File: config.mk
export PLATFORM = sky130hd
export DESIGN_NAME = auto_ranging_uniform_histogram_top
export DESIGN_NICKNAME = d
export VERILOG_FILES = /design/src/rtl/core/arh_pkg.sv /design/src/rtl/core/arh_ram.sv /design/src/rtl/core/auto_ranging_uniform_histogram_top.sv
export SDC_FILE = /design/constraint.sdc
export NUM_CORES = 2
export LEC_CHECK = 0
export ABC_AREA = 1
export BUFFER_PORTS_ARGS = -buffer_cell sky130_fd_sc_hd__buf_2
export CAP_MARGIN = 10
export CORE_AREA = 2 2 493 495
export DETAILED_ROUTE_END_ITERATION = 7
export DIE_AREA = 0 0 495 497
export HOLD_SLACK_MARGIN = 0.05
export REMOVE_ABC_BUFFERS = 1
export SYNTH_ARGS = -nofsm -noshare
export SYNTH_HDL_FRONTEND = slang
export SYNTH_SLANG_ARGS = --single-unit
File: constraint.sdc
create_clock -name clock -period 12.71 [get_ports clock]
set_input_delay 3.813 -clock clock [delete_from_list [all_inputs] [get_ports clock]]
set_output_delay 3.813 -clock clock [all_outputs]
set_load 0.005 [all_outputs]
File: src/rtl/core/arh_pkg.sv
// Shared types and codes for the auto-ranging histogram.
`default_nettype none
package arh_pkg;
   typedef enum logic [1:0] {
      FUNC_ADD  = 2'd0,
      FUNC_READ = 2'd1,
      FUNC_MODE = 2'd2,
      FUNC_NOP  = 2'd3
   } func_type;

   typedef enum logic [1:0] {
      CSR_RANGE_LOW  = 2'd0,
      CSR_WIDTH_LOG2 = 2'd1,
      CSR_AUTO_RANGE = 2'd2
   } csr_index_type;

   typedef enum logic [3:0] {
      ST_CLEAR,
      ST_IDLE,
      ST_CHECK,
      ST_MERGE_RD0,
      ST_MERGE_RD1,
      ST_MERGE_WR,
      ST_ZERO,
      ST_ADD_RD,
      ST_ADD_WR,
      ST_READ_RD,
      ST_MODE_RD,
      ST_MODE_END,
      ST_OUT
   } state_type;
endpackage
`default_nettype wire

File: src/rtl/core/arh_ram.sv
// Generic single-port synchronous RAM with registered read.
`default_nettype none
module arh_ram #(
   parameter int WIDTH = 32,
   parameter int DEPTH = 64
) (
   input  wire logic                     clock,
   input  wire logic                     wr_en,
   input  wire logic [$clog2(DEPTH)-1:0] addr,
   input  wire logic [WIDTH-1:0]         wr_data,
   output logic      [WIDTH-1:0]         rd_data
);
   logic [WIDTH-1:0] mem [DEPTH];

   always_ff @(posedge clock) begin
      if (wr_en) begin
         mem[addr] <= wr_data;
      end
      rd_data <= mem[addr];
   end
endmodule
`default_nettype wire

File: src/rtl/core/auto_ranging_uniform_histogram_top.sv
// Auto-ranging uniform histogram: sequencer around one bin-count memory.
// Each widening step merges bin pairs (two reads and a write per destination bin), then clears the freed half.
// Throughput: one item in flight; the next is taken the cycle after the result is accepted.
// Reset (synchronous, active high) clears the control registers and runs a clearing pass
// over the memory; a range_low or width_log2 write starts the same pass.
`default_nettype none
module auto_ranging_uniform_histogram_top
   import arh_pkg::*;
#(
   parameter int N_BINS         = 64,
   parameter int COUNT_BITS     = 32,
   parameter int MAX_WIDTH_LOG2 = 32
) (
   input  wire logic        clock,
   input  wire logic        reset,
   input  wire logic        csr_write,
   input  wire logic [1:0]  csr_index,
   input  wire logic [31:0] csr_data,
   input  wire logic        req_valid,
   output logic             req_stall,
   input  wire logic [1:0]  req_func,
   input  wire logic signed [31:0] req_sample,
   input  wire logic [5:0]  req_bin_select,
   output logic             rsp_valid,
   input  wire logic        rsp_stall,
   output logic [5:0]       rsp_bin_index,
   output logic [31:0]      rsp_bin_count,
   output logic signed [39:0] rsp_current_low,
   output logic [5:0]       rsp_current_width_log2,
   output logic [31:0]      rsp_rescale_total,
   output logic             rsp_clamped
);
   localparam int AW = $clog2(N_BINS);
   localparam int HALF = N_BINS / 2;
   localparam int EW = $clog2(MAX_WIDTH_LOG2 + 1);
   localparam logic [COUNT_BITS-1:0] CNT_MAX = '1;
   localparam logic [AW-1:0] LAST = AW'(N_BINS - 1);
   // low edge kept wide enough for any widening at MAX_WIDTH_LOG2
   localparam int LW = 34 + AW + MAX_WIDTH_LOG2;

   state_type state_ff, state_in;

   logic signed [31:0] reg_low_ff;
   logic [4:0]  reg_wlog_ff;
   logic        reg_auto_ff;
   logic signed [LW-1:0] low_ff, low_in;
   logic [EW-1:0] wexp_ff, wexp_in;
   logic [31:0] resc_ff, resc_in;
   logic        stepped_ff, stepped_in;
   logic        merge_up_ff, merge_up_in;
   logic [AW-1:0] ptr_ff, ptr_in;     // destination / scan index
   logic [AW:0]   cnt_ff, cnt_in;     // steps done in the current pass
   logic [COUNT_BITS-1:0] tmp_ff, tmp_in, best_ff, best_in;
   func_type func_ff, func_in;
   logic signed [31:0] samp_ff, samp_in;
   logic [5:0]  sel_ff, sel_in;
   logic [AW-1:0] idx_ff, idx_in;
   logic        clamp_ff, clamp_in;
   logic        out_v_ff, out_v_in;
   logic [5:0]  o_idx_ff, o_idx_in;
   logic [31:0] o_cnt_ff, o_cnt_in;

   logic          ram_we;
   logic [AW-1:0] ram_addr;
   logic [COUNT_BITS-1:0] ram_wd, ram_rd;

   arh_ram #(.WIDTH(COUNT_BITS), .DEPTH(N_BINS)) u_ram (
      .clock(clock), .wr_en(ram_we), .addr(ram_addr),
      .wr_data(ram_wd), .rd_data(ram_rd)
   );

   // range tests against current low edge and span
   logic signed [LW-1:0] s_ext, span, high, diff;
   logic below, above, can_widen;
   logic [COUNT_BITS:0] psum;
   logic [COUNT_BITS-1:0] sat_sum, inc;
   logic [LW-1:0] shifted;
   logic reinit;

   always_comb begin
      s_ext = LW'(samp_ff);
      span = LW'(N_BINS) <<< wexp_ff;
      high = low_ff + span;
      diff = s_ext - low_ff;
      below = s_ext < low_ff;
      above = s_ext >= high;
      can_widen = wexp_ff < EW'(MAX_WIDTH_LOG2);
      psum = {1'b0, tmp_ff} + {1'b0, ram_rd};
      sat_sum = psum[COUNT_BITS] ? CNT_MAX : psum[COUNT_BITS-1:0];
      inc = (ram_rd == CNT_MAX) ? CNT_MAX : ram_rd + 1'b1;
      shifted = diff >> wexp_ff;
      reinit = csr_write && (csr_index == CSR_RANGE_LOW || csr_index == CSR_WIDTH_LOG2);
   end

   assign req_stall = (state_ff != ST_IDLE) || out_v_ff || reinit;

   // next state
   always_comb begin
      state_in = state_ff;
      case (state_ff)
         ST_CLEAR:    if (cnt_ff == (AW+1)'(N_BINS - 1)) state_in = ST_IDLE;
         ST_IDLE: begin
            if (req_valid && !req_stall) begin
               case (func_type'(req_func))
                  FUNC_ADD:  state_in = ST_CHECK;
                  FUNC_READ: state_in = ST_READ_RD;
                  FUNC_MODE: state_in = ST_MODE_RD;
                  default:   state_in = ST_OUT;
               endcase
            end
         end
         ST_CHECK: begin
            if (reg_auto_ff && can_widen && (below || above)) state_in = ST_MERGE_RD0;
            else state_in = ST_ADD_RD;
         end
         ST_MERGE_RD0: state_in = ST_MERGE_RD1;
         ST_MERGE_RD1: state_in = ST_MERGE_WR;
         ST_MERGE_WR:  state_in = (cnt_ff == (AW+1)'(HALF - 1)) ? ST_ZERO : ST_MERGE_RD0;
         ST_ZERO:      if (cnt_ff == (AW+1)'(HALF - 1)) state_in = ST_CHECK;
         ST_ADD_RD:    state_in = ST_ADD_WR;
         ST_ADD_WR:    state_in = ST_OUT;
         ST_READ_RD:   state_in = ST_OUT;
         ST_MODE_RD:   if (cnt_ff == (AW+1)'(N_BINS - 1)) state_in = ST_MODE_END;
         ST_MODE_END:  state_in = ST_OUT;
         ST_OUT:       state_in = ST_IDLE;
         default:      state_in = ST_IDLE;
      endcase
      if (reinit) state_in = ST_CLEAR;
   end

   // datapath and memory control
   always_comb begin
      low_in = low_ff; wexp_in = wexp_ff; resc_in = resc_ff;
      stepped_in = stepped_ff; merge_up_in = merge_up_ff;
      ptr_in = ptr_ff; cnt_in = cnt_ff; tmp_in = tmp_ff; best_in = best_ff;
      func_in = func_ff; samp_in = samp_ff; sel_in = sel_ff;
      idx_in = idx_ff; clamp_in = clamp_ff;
      out_v_in = out_v_ff; o_idx_in = o_idx_ff; o_cnt_in = o_cnt_ff;
      ram_we = 1'b0; ram_addr = ptr_ff; ram_wd = '0;
      if (out_v_ff && !rsp_stall) out_v_in = 1'b0;
      case (state_ff)
         ST_CLEAR: begin
            ram_we = 1'b1; ram_addr = cnt_ff[AW-1:0];
            cnt_in = cnt_ff + 1'b1;
         end
         ST_IDLE: begin
            cnt_in = '0; stepped_in = 1'b0;
            if (req_valid && !req_stall) begin
               func_in = func_type'(req_func);
               samp_in = req_sample; sel_in = req_bin_select;
            end
         end
         ST_CHECK: begin
            cnt_in = '0;
            if (reg_auto_ff && can_widen && below) begin
               merge_up_in = 1'b1; ptr_in = LAST;
               low_in = low_ff - span;
            end else if (reg_auto_ff && can_widen && above) begin
               merge_up_in = 1'b0; ptr_in = '0;
            end else begin
               if (stepped_ff && resc_ff != '1) resc_in = resc_ff + 1'b1;
               clamp_in = below || above;
               if (below) idx_in = '0;
               else if (above || shifted >= LW'(N_BINS)) idx_in = LAST;
               else idx_in = shifted[AW-1:0];
            end
         end
         ST_MERGE_RD0: begin
            // source pair for destination d: up -> 2d-N, 2d-N+1; low -> 2d, 2d+1
            ram_addr = merge_up_ff ? AW'({ptr_ff, 1'b0}) : AW'({ptr_ff, 1'b0});
         end
         ST_MERGE_RD1: begin
            tmp_in = ram_rd;
            ram_addr = AW'({ptr_ff, 1'b1});
         end
         ST_MERGE_WR: begin
            ram_we = 1'b1; ram_addr = ptr_ff; ram_wd = sat_sum;
            cnt_in = cnt_ff + 1'b1;
            if (cnt_ff == (AW+1)'(HALF - 1)) begin
               cnt_in = '0;
               ptr_in = merge_up_ff ? '0 : AW'(HALF);
            end else begin
               ptr_in = merge_up_ff ? ptr_ff - 1'b1 : ptr_ff + 1'b1;
            end
         end
         ST_ZERO: begin
            ram_we = 1'b1; ram_addr = ptr_ff;
            ptr_in = ptr_ff + 1'b1; cnt_in = cnt_ff + 1'b1;
            if (cnt_ff == (AW+1)'(HALF - 1)) begin
               wexp_in = wexp_ff + 1'b1; stepped_in = 1'b1; cnt_in = '0;
            end
         end
         ST_ADD_RD: ram_addr = idx_ff;
         ST_ADD_WR: begin
            ram_we = 1'b1; ram_addr = idx_ff; ram_wd = inc;
            o_idx_in = 6'(idx_ff); o_cnt_in = 32'(inc);
         end
         ST_READ_RD: begin
            ram_addr = sel_ff[AW-1:0];
            o_idx_in = sel_ff; clamp_in = 1'b0;
         end
         ST_MODE_RD: begin
            ram_addr = cnt_ff[AW-1:0]; clamp_in = 1'b0;
            cnt_in = cnt_ff + 1'b1;
            // compare the word read last cycle (index cnt-1)
            if (cnt_ff == '0) begin
               best_in = '0; o_idx_in = '0;
            end else if (best_ff <= ram_rd || cnt_ff == (AW+1)'(1)) begin
               best_in = ram_rd; o_idx_in = 6'(cnt_ff - 1'b1);
            end
         end
         ST_MODE_END: begin
            if (best_ff <= ram_rd) begin
               best_in = ram_rd; o_idx_in = 6'(LAST);
            end
         end
         ST_OUT: begin
            out_v_in = 1'b1;
            case (func_ff)
               FUNC_READ: o_cnt_in = ({26'd0, sel_ff} < 32'(N_BINS)) ? 32'(ram_rd) : '0;
               FUNC_MODE: o_cnt_in = 32'(best_ff);
               FUNC_ADD:  o_cnt_in = o_cnt_ff;
               default: begin
                  o_idx_in = '0; o_cnt_in = '0; clamp_in = 1'b0;
               end
            endcase
         end
         default: ;
      endcase
      if (reinit) begin
         cnt_in = '0; resc_in = '0;
         low_in = (csr_index == CSR_RANGE_LOW) ? LW'(signed'(csr_data)) : LW'(reg_low_ff);
         wexp_in = EW'((csr_index == CSR_WIDTH_LOG2) ? csr_data[4:0] : reg_wlog_ff);
      end
   end

   // merge source address fix-up for the upward merge (sources 2d-N, 2d-N+1)
   // is covered by AW-bit wrap: {d,0} mod N == 2d-N for d >= N/2.

   always_ff @(posedge clock) begin
      if (reset) begin
         state_ff <= ST_CLEAR;
         reg_low_ff <= '0; reg_wlog_ff <= '0; reg_auto_ff <= 1'b0;
         low_ff <= '0; wexp_ff <= '0; resc_ff <= '0;
         stepped_ff <= 1'b0; cnt_ff <= '0; out_v_ff <= 1'b0;
      end else begin
         state_ff <= state_in;
         if (csr_write && csr_index == CSR_RANGE_LOW) reg_low_ff <= csr_data;
         if (csr_write && csr_index == CSR_WIDTH_LOG2) reg_wlog_ff <= csr_data[4:0];
         if (csr_write && csr_index == CSR_AUTO_RANGE) reg_auto_ff <= csr_data[0];
         low_ff <= low_in; wexp_ff <= wexp_in; resc_ff <= resc_in;
         stepped_ff <= stepped_in; cnt_ff <= cnt_in; out_v_ff <= out_v_in;
      end
      merge_up_ff <= merge_up_in; ptr_ff <= ptr_in; tmp_ff <= tmp_in;
      best_ff <= best_in; func_ff <= func_in; samp_ff <= samp_in;
      sel_ff <= sel_in; idx_ff <= idx_in; clamp_ff <= clamp_in;
      o_idx_ff <= o_idx_in; o_cnt_ff <= o_cnt_in;
   end

   assign rsp_valid = out_v_ff;
   assign rsp_bin_index = o_idx_ff;
   assign rsp_bin_count = o_cnt_ff;
   assign rsp_current_low = low_ff[39:0];
   assign rsp_current_width_log2 = 6'(wexp_ff);
   assign rsp_rescale_total = resc_ff;
   assign rsp_clamped = clamp_ff;

   a_one_item: assert property (@(posedge clock) disable iff (reset)
      rsp_valid |-> req_stall) else $error("item accepted while result pending");
   a_wexp_cap: assert property (@(posedge clock) disable iff (reset)
      wexp_ff <= EW'(MAX_WIDTH_LOG2)) else $error("width exponent beyond limit");
   a_resc_mono: assert property (@(posedge clock) disable iff (reset)
      !reinit |=> resc_ff >= $past(resc_ff))
      else $error("rescale count went down");
endmodule
`default_nettype wire
; ---- Word-level counts from Yosys, hierarchy flattened
; Memory sizes are Yosys's and may differ from the RTL's. A register that Yosys moved wholly into a read port is not among the register bits.
; Index checks and enable logic that the tools add are counted.
; W data, S select, Z words.
[totals]
reg_bits = 317
ramBits = 2048
input_bits = 79
output_inout_bits = 119
memories = 1
[classes]
addsub = 11
n_lt_le_gt_ge = 5
n_eq_ne = 35
n_shift = 2
muxes = 52
bitwise_logic = 2
n_reduce_logical = 59
[mem_list]
columns = name, words, width, read_ports, rd_ports_with_merged_regs, write_ports, line_no
row1 = u_ram.mem, 64, 32, 1, 1, 1, arh_ram.sv:13  ; logic [WIDTH-1:0] mem [DEPTH];
[op_table]
columns = cell, n
row1 = $mux W72, 4
row2 = $pmux W32 S2, 3
row3 = $mux W32, 5
row4 = $pmux W32 S3, 1
row5 = $mux W6, 13
row6 = $add A72 B72 Y72, 1
row7 = $ge A32 B72 Y1, 1
row8 = $ge A72 B7 Y1 const B, 1
row9 = $lt A32 B72 Y1, 1
row10 = $shr A72 B6 Y72, 1
row11 = $sshl A8 B6 Y72 const A, 1
row12 = $sub A32 B72 Y72, 1
row13 = $sub A72 B72 Y72, 1
row14 = $add A32 B1 Y32 const B, 2
row15 = $pmux W6 S5, 2
row16 = $pmux W4 S10, 1
row17 = $add A32 B32 Y33, 1
row18 = $eq A32 B32 Y1 const B, 1
row19 = $le A32 B32 Y1, 1
row20 = $ne A32 B32 Y1 const B, 1
row21 = $pmux W7 S3, 1
row22 = $eq A4 B4 Y1 const B, 5
row23 = $ne A2 B2 Y1 const B, 9
row24 = $pmux W6 S3, 1
row25 = other kinds (38), 107

; ---- Longest topological paths before layout
[depth]
depth_word = 8
ltp_mapped = 54
ltp_nobuf = 50

; ---- Modules after synthesis
; Synthesis repeated with hierarchy kept, for this count alone.
[unflattened]
hier_cells = 14927
hier_area_um2 = 125455.3
[modules_own_cells]
columns = module, instances, cells_each, area_per_inst_um2
row1 = arh_ram, 1, 8440, 86499.2
row2 = auto_ranging_uniform_histogram_top, 1, 6487, 38956.1

; ---- Worst setup path before layout
; Ideal clock, no wire load.
[synth_timing]
kind = input port to output port
from = input port csr_write
to = output port req_stall
t_arrival_ps = 4287
required_time_ps = 8897
path_slack_ps = 4610
cell_stages = 4
n_path_buf = 0
path_cell_list = inv_1 -> nor2_1 -> nor2_1 -> nand2_1
[synth_between]
elab_chain_cells = 2
[synth_lines]
columns = element, line_no
row1 = start: declaration, auto_ranging_uniform_histogram_top.sv:16  ; input wire logic csr_write,
row2 = $logic_and A1 B1 Y1, auto_ranging_uniform_histogram_top.sv:92  ; reinit = csr_write && (csr_index == CSR_RANGE_LOW || csr_index == CSR_WIDTH_LOG2);
row3 = $logic_or A1 B1 Y1, auto_ranging_uniform_histogram_top.sv:95  ; assign req_stall = (state_ff != ST_IDLE) || out_v_ff || reinit;
row4 = end: declaration, auto_ranging_uniform_histogram_top.sv:20  ; output logic req_stall,
; No other way between the ends.

; ---- Final worst setup path
[layout_timing]
from = register wexp_ff[1] (netlist: rsp_current_width_log2[1])
to = register resc_ff[8] (netlist: rsp_rescale_total[8])
[layout_between]
elab_chain_cells = 6
elab_cells_between_ends = 10
classes_between = 1 x add/sub / 2 x order compare / 1 x shift / 2 x bitwise / 4 x reduce/logical
[layout_lines]
columns = element, line_no
row1 = start: declaration, auto_ranging_uniform_histogram_top.sv:47  ; logic [EW-1:0] wexp_ff, wexp_in;
row2 = start signal: assignment, auto_ranging_uniform_histogram_top.sv:251  ; low_ff <= low_in; wexp_ff <= wexp_in; resc_ff <= resc_in;
row3 = $sshl A8 B6 Y72, auto_ranging_uniform_histogram_top.sv:82  ; span = LW'(N_BINS) <<< wexp_ff;
row4 = $add A72 B72 Y72, auto_ranging_uniform_histogram_top.sv:83  ; high = low_ff + span;
row5 = $ge A32 B72 Y1, auto_ranging_uniform_histogram_top.sv:86  ; above = s_ext >= high;
row6 = $logic_and A1 B1 Y1, auto_ranging_uniform_histogram_top.sv:158  ; end else if (reg_auto_ff && can_widen && above) begin
row7 = $not A1 Y1 (no line), --
row8 = $reduce_and A4 Y1 (no line) (*), --
row9 = end signal: assignment, auto_ranging_uniform_histogram_top.sv:251
row10 = end: declaration, auto_ranging_uniform_histogram_top.sv:48  ; logic [31:0] resc_ff, resc_in;
; Mark *: on every way between the ends. The rest lies on a longest branch, timed or not.
; A chain may end at the register's enable or synchronous reset.

==> summary.md <==
| Metric | Value |
|---|---|
| Leak | between 40 and 50 nW |
| Final Hold Viols | 0 |
| Pin count of the biggest net entering global routing | 109 |
| Cell Area, Synth | 115,000 um^2 |
| CTS tree | done |
| CP most frequent cell | nand2_1 |
| Hold_ws | 467 ps |
| Sequential share of the synthesized area | 60.9% |
| Post-synth ARST share | 0% |
| Vias in the first global route | ~80,000 |
| Port Buf Inserts | around 200 |
| Most frequent cells in the layout | nand2_1 (2,454), edfxtp_1 (2,204), inv_1 (1,016) |
| Post-synth EDFFs | 2,204 |
| Max_cap viols | 0 |
| Vias/cell | 6.02 |
| Nets@finish | ~11,000 |
| CP Data Required Time | between 10,000 and 15,000 ps |
| Power Total | 18.2 mW |
| Worst-path clk slew | 70 ps |
| Fillers | between 20,000 and 25,000 |
| Setup repair bufs after CTS | 0 |
| Final ANT Viol Nets | 0 |
| Worst slew pin tran | 1120 ps |
| Site Rows | 180 |
| Routed length per placed instance | 28.7 um |
| Clock latency on the worst-skew pair | 940 ps |
| Die width | 495 um |
| Yosys Warn Count | 0 |
| Dpl hpwl | ~280,000 um |
| WP data arrival | approximately 11,000 ps |
| Worst R2R Setup Slack | 2750 ps |
| Maximum VDD drop | 0.140 mV |
| Post-route clock period utilization | 78.3% |
| Setup crit start | rsp_current_width_log2[1] |
| GR Overflow Total | 0 |
| Post-CTS sizing | 0 |
| Reg2Reg Capture Point | rsp_rescale_total[8] |
| Avg Inst Size Synth | between 10 and 15 um^2 |
| First-pass GRT wire length | 590,000 um |
| Post-synth cell types | 75 |
| Crit path to | rsp_rescale_total[8] |
| Final WL | 413,000 um |
| Max H-tree Level | 4 |
| Drt drc | 0 |
| Fin crit period | 9960 ps |
| Setup violations, final | 0 |
| Clock root buffer | clkbuf_16 |
| Area Growth Syn to Fin | 11.5% |
| Core ar. | 240,000 um^2 |
| Initial antenna violation count | 31 |
| Placed instance area | 120,000 um^2 |
| Worst hold path type | reg2reg |
| Gr usage total | 33.0% |
| Vias | 86,700 |
| Starting Density | 47.9% |
| Fmax | ~0.10 GHz |
| RSZ-0062 raised after global routing | false |
| Setup_tns | 0 ps |
| CP Capture Type | flop |
| Max-slew headroom | 24.8% |
| Drt first pass iters | 6 |
| Leading cell type in the layout, fill and taps excluded | nand2_1 |
| Final Max Slew Viols | 0 |
| CTS sink cnt | 2,397 |
| Flops & latches, synth | 2,397 |
| Slowest CP cell | nor4_1 |
| Status | finished, final reports clean |
| Reg-to-Reg Start | rsp_current_width_log2[1] |
| Share of cells above drive strength 1 | 9.50% |
| Setup CP Type | reg2reg |
| Total power per unit cell area | ~140 nW/um^2 |
| Layout Skew | between 100 and 150 ps |
| CTS max path bufs | 3 |
| DRT iter0 DRCs | approximately 10,000 |
| DIE AREA | 246,000 um^2 |
| Die Y | 497 um |
| Reg2reg path depth | 44 |
| Top FF cell, synth | edfxtp_1 |
| GPL Wtd Cong | 0.968 |
| Design Area, Final | 128,000 um^2 |
| CP max FO | 48 |
| Post-CTS Hold Fix Bufs | 0 |
| CP Launch Type | flop |
| Num CTS Buffers | between 200 and 250 |
| I/O pin total | 198 |
| Post-Synthesis Cells | 10,900 |
| CP max stage delay | between 600 and 700 ps |
## where the power goes
group          switching (mW)  internal (mW)
sequential             0.0916           8.58
combinational            1.56          0.609
clock                    3.13           4.19
total                    4.78           13.4
## per-layer routing
layer  wire, um  track usage [%]  vias up
met2     184000             50.5     3984
met5         71                0        -
li1           -                -    39000
met1     178000             47.5    43100
met4      16400             11.8       12
met3      34900             5.33      576
## kinds of logic after synthesis
| group | count (synthesis) | synth area share, % |
|---|---|---|
| muxes | 5 | 0.0435 |
| and+or+nand+nor | 4347 | 16.0 |
| DFF | 2397 | 60.9 |
| adders and majority gates | 351 | 3.84 |
| xor gates and xnor gates | 178 | 1.36 |
| AOI/OAI and AO/OA | 2021 | 12.3 |
| buffers and inverters | 1560 | 5.56 |
## through the flow
step,instances,setup slack (ps),util (%)
floorplan,10400,3010,-
global placement,13900,2820,50.0
detailed placement,13900,2820,50.0
CTS,14400,2820,53.4
global route,14400,2090,53.4
finish,14400,2750,53.4
## worst max-delay path: cells and delay by family, from the launching register on
kind            cells  cell delay (ps)
compound gates     12             2700
simple gates       19             3480
buf+inv             9             2070
flops               1              340
fa+ha+maj           3             1140
xor+xnor            1              120
## worst min path at each step
| stage | slack (ps) | cells past startpoint | endpoint | startpoint |
|---|---|---|---|---|
| after CTS | 470 | 2 | stepped_ff | stepped_ff |
| after floorplan | 430 | 2 | reg_low_ff[13] | reg_low_ff[13] |
| final | 470 | 2 | stepped_ff | stepped_ff |
| after global placement | 450 | 2 | reg_low_ff[13] | reg_low_ff[13] |
| after detailed placement | 460 | 2 | stepped_ff | stepped_ff |
| after global routing | 500 | 2 | stepped_ff | stepped_ff |
## cells in the mapped netlist, drive strengths merged (3+ instances only)
cell type / instances / share of area, %
nand2: 2461 / 8.0
and2: 9 / 0.049
o31ai: 9 / 0.059
edfxtp: 2204 / 58
a22o: 222 / 1.7
a31oi: 29 / 0.16
xnor2: 31 / 0.24
nor3: 132 / 0.58
a21boi: 15 / 0.10
o2bb2ai: 3 / 0.023
fa: 3 / 0.052
nor4: 30 / 0.19
o21ai: 462 / 2.0
clkbuf: 250 / 0.82
xor2: 147 / 1.1
buf: 258 / 1.3
a211oi: 55 / 0.36
nor2: 736 / 2.4
o221ai: 12 / 0.091
mux2i: 5 / 0.043
nand3: 586 / 2.6
a21o: 16 / 0.10
nand3b: 6 / 0.039
a311oi: 4 / 0.030
o21bai: 17 / 0.11
o211ai: 28 / 0.18
a22oi: 296 / 1.9
dfxtp: 193 / 3.4
o2111ai: 15 / 0.13
a221oi: 249 / 2.7
a21oi: 549 / 2.4
clkinv: 10 / 0.033
o22ai: 4 / 0.022
o21a: 28 / 0.19
nand4: 340 / 1.9
or2: 41 / 0.22
inv: 1042 / 3.4
ha: 348 / 3.8
## sequential cells by signal, summed over array words and instances, names as in the netlist, 7 cells and up
| register | flops |
|---|---|
| rsp_rescale_total | 32 |
| low_ff | 72 |
| cnt_ff | 7 |
| samp_ff | 32 |
| u_ram.rd_data | 32 |
| rsp_bin_count | 32 |
| u_ram.mem | 2048 |
| reg_low_ff | 32 |
| best_ff | 32 |
| tmp_ff | 32 |
## layout make-up
class | instances | area, um^2 | area share [%]
antenna | 60 | 150 | 0.117
inverter | 1052 | 4010 | 3.12
multi-input combinational | 6902 | 39500 | 30.8
clock inverter | 160 | 1980 | 1.54
tap | 3185 | 3990 | 3.11
sequential | 2397 | 70100 | 54.6
timing repair buffer | 378 | 2440 | 1.90
clock buffer | 278 | 6170 | 4.81
(Power assumes the default switching activity.)
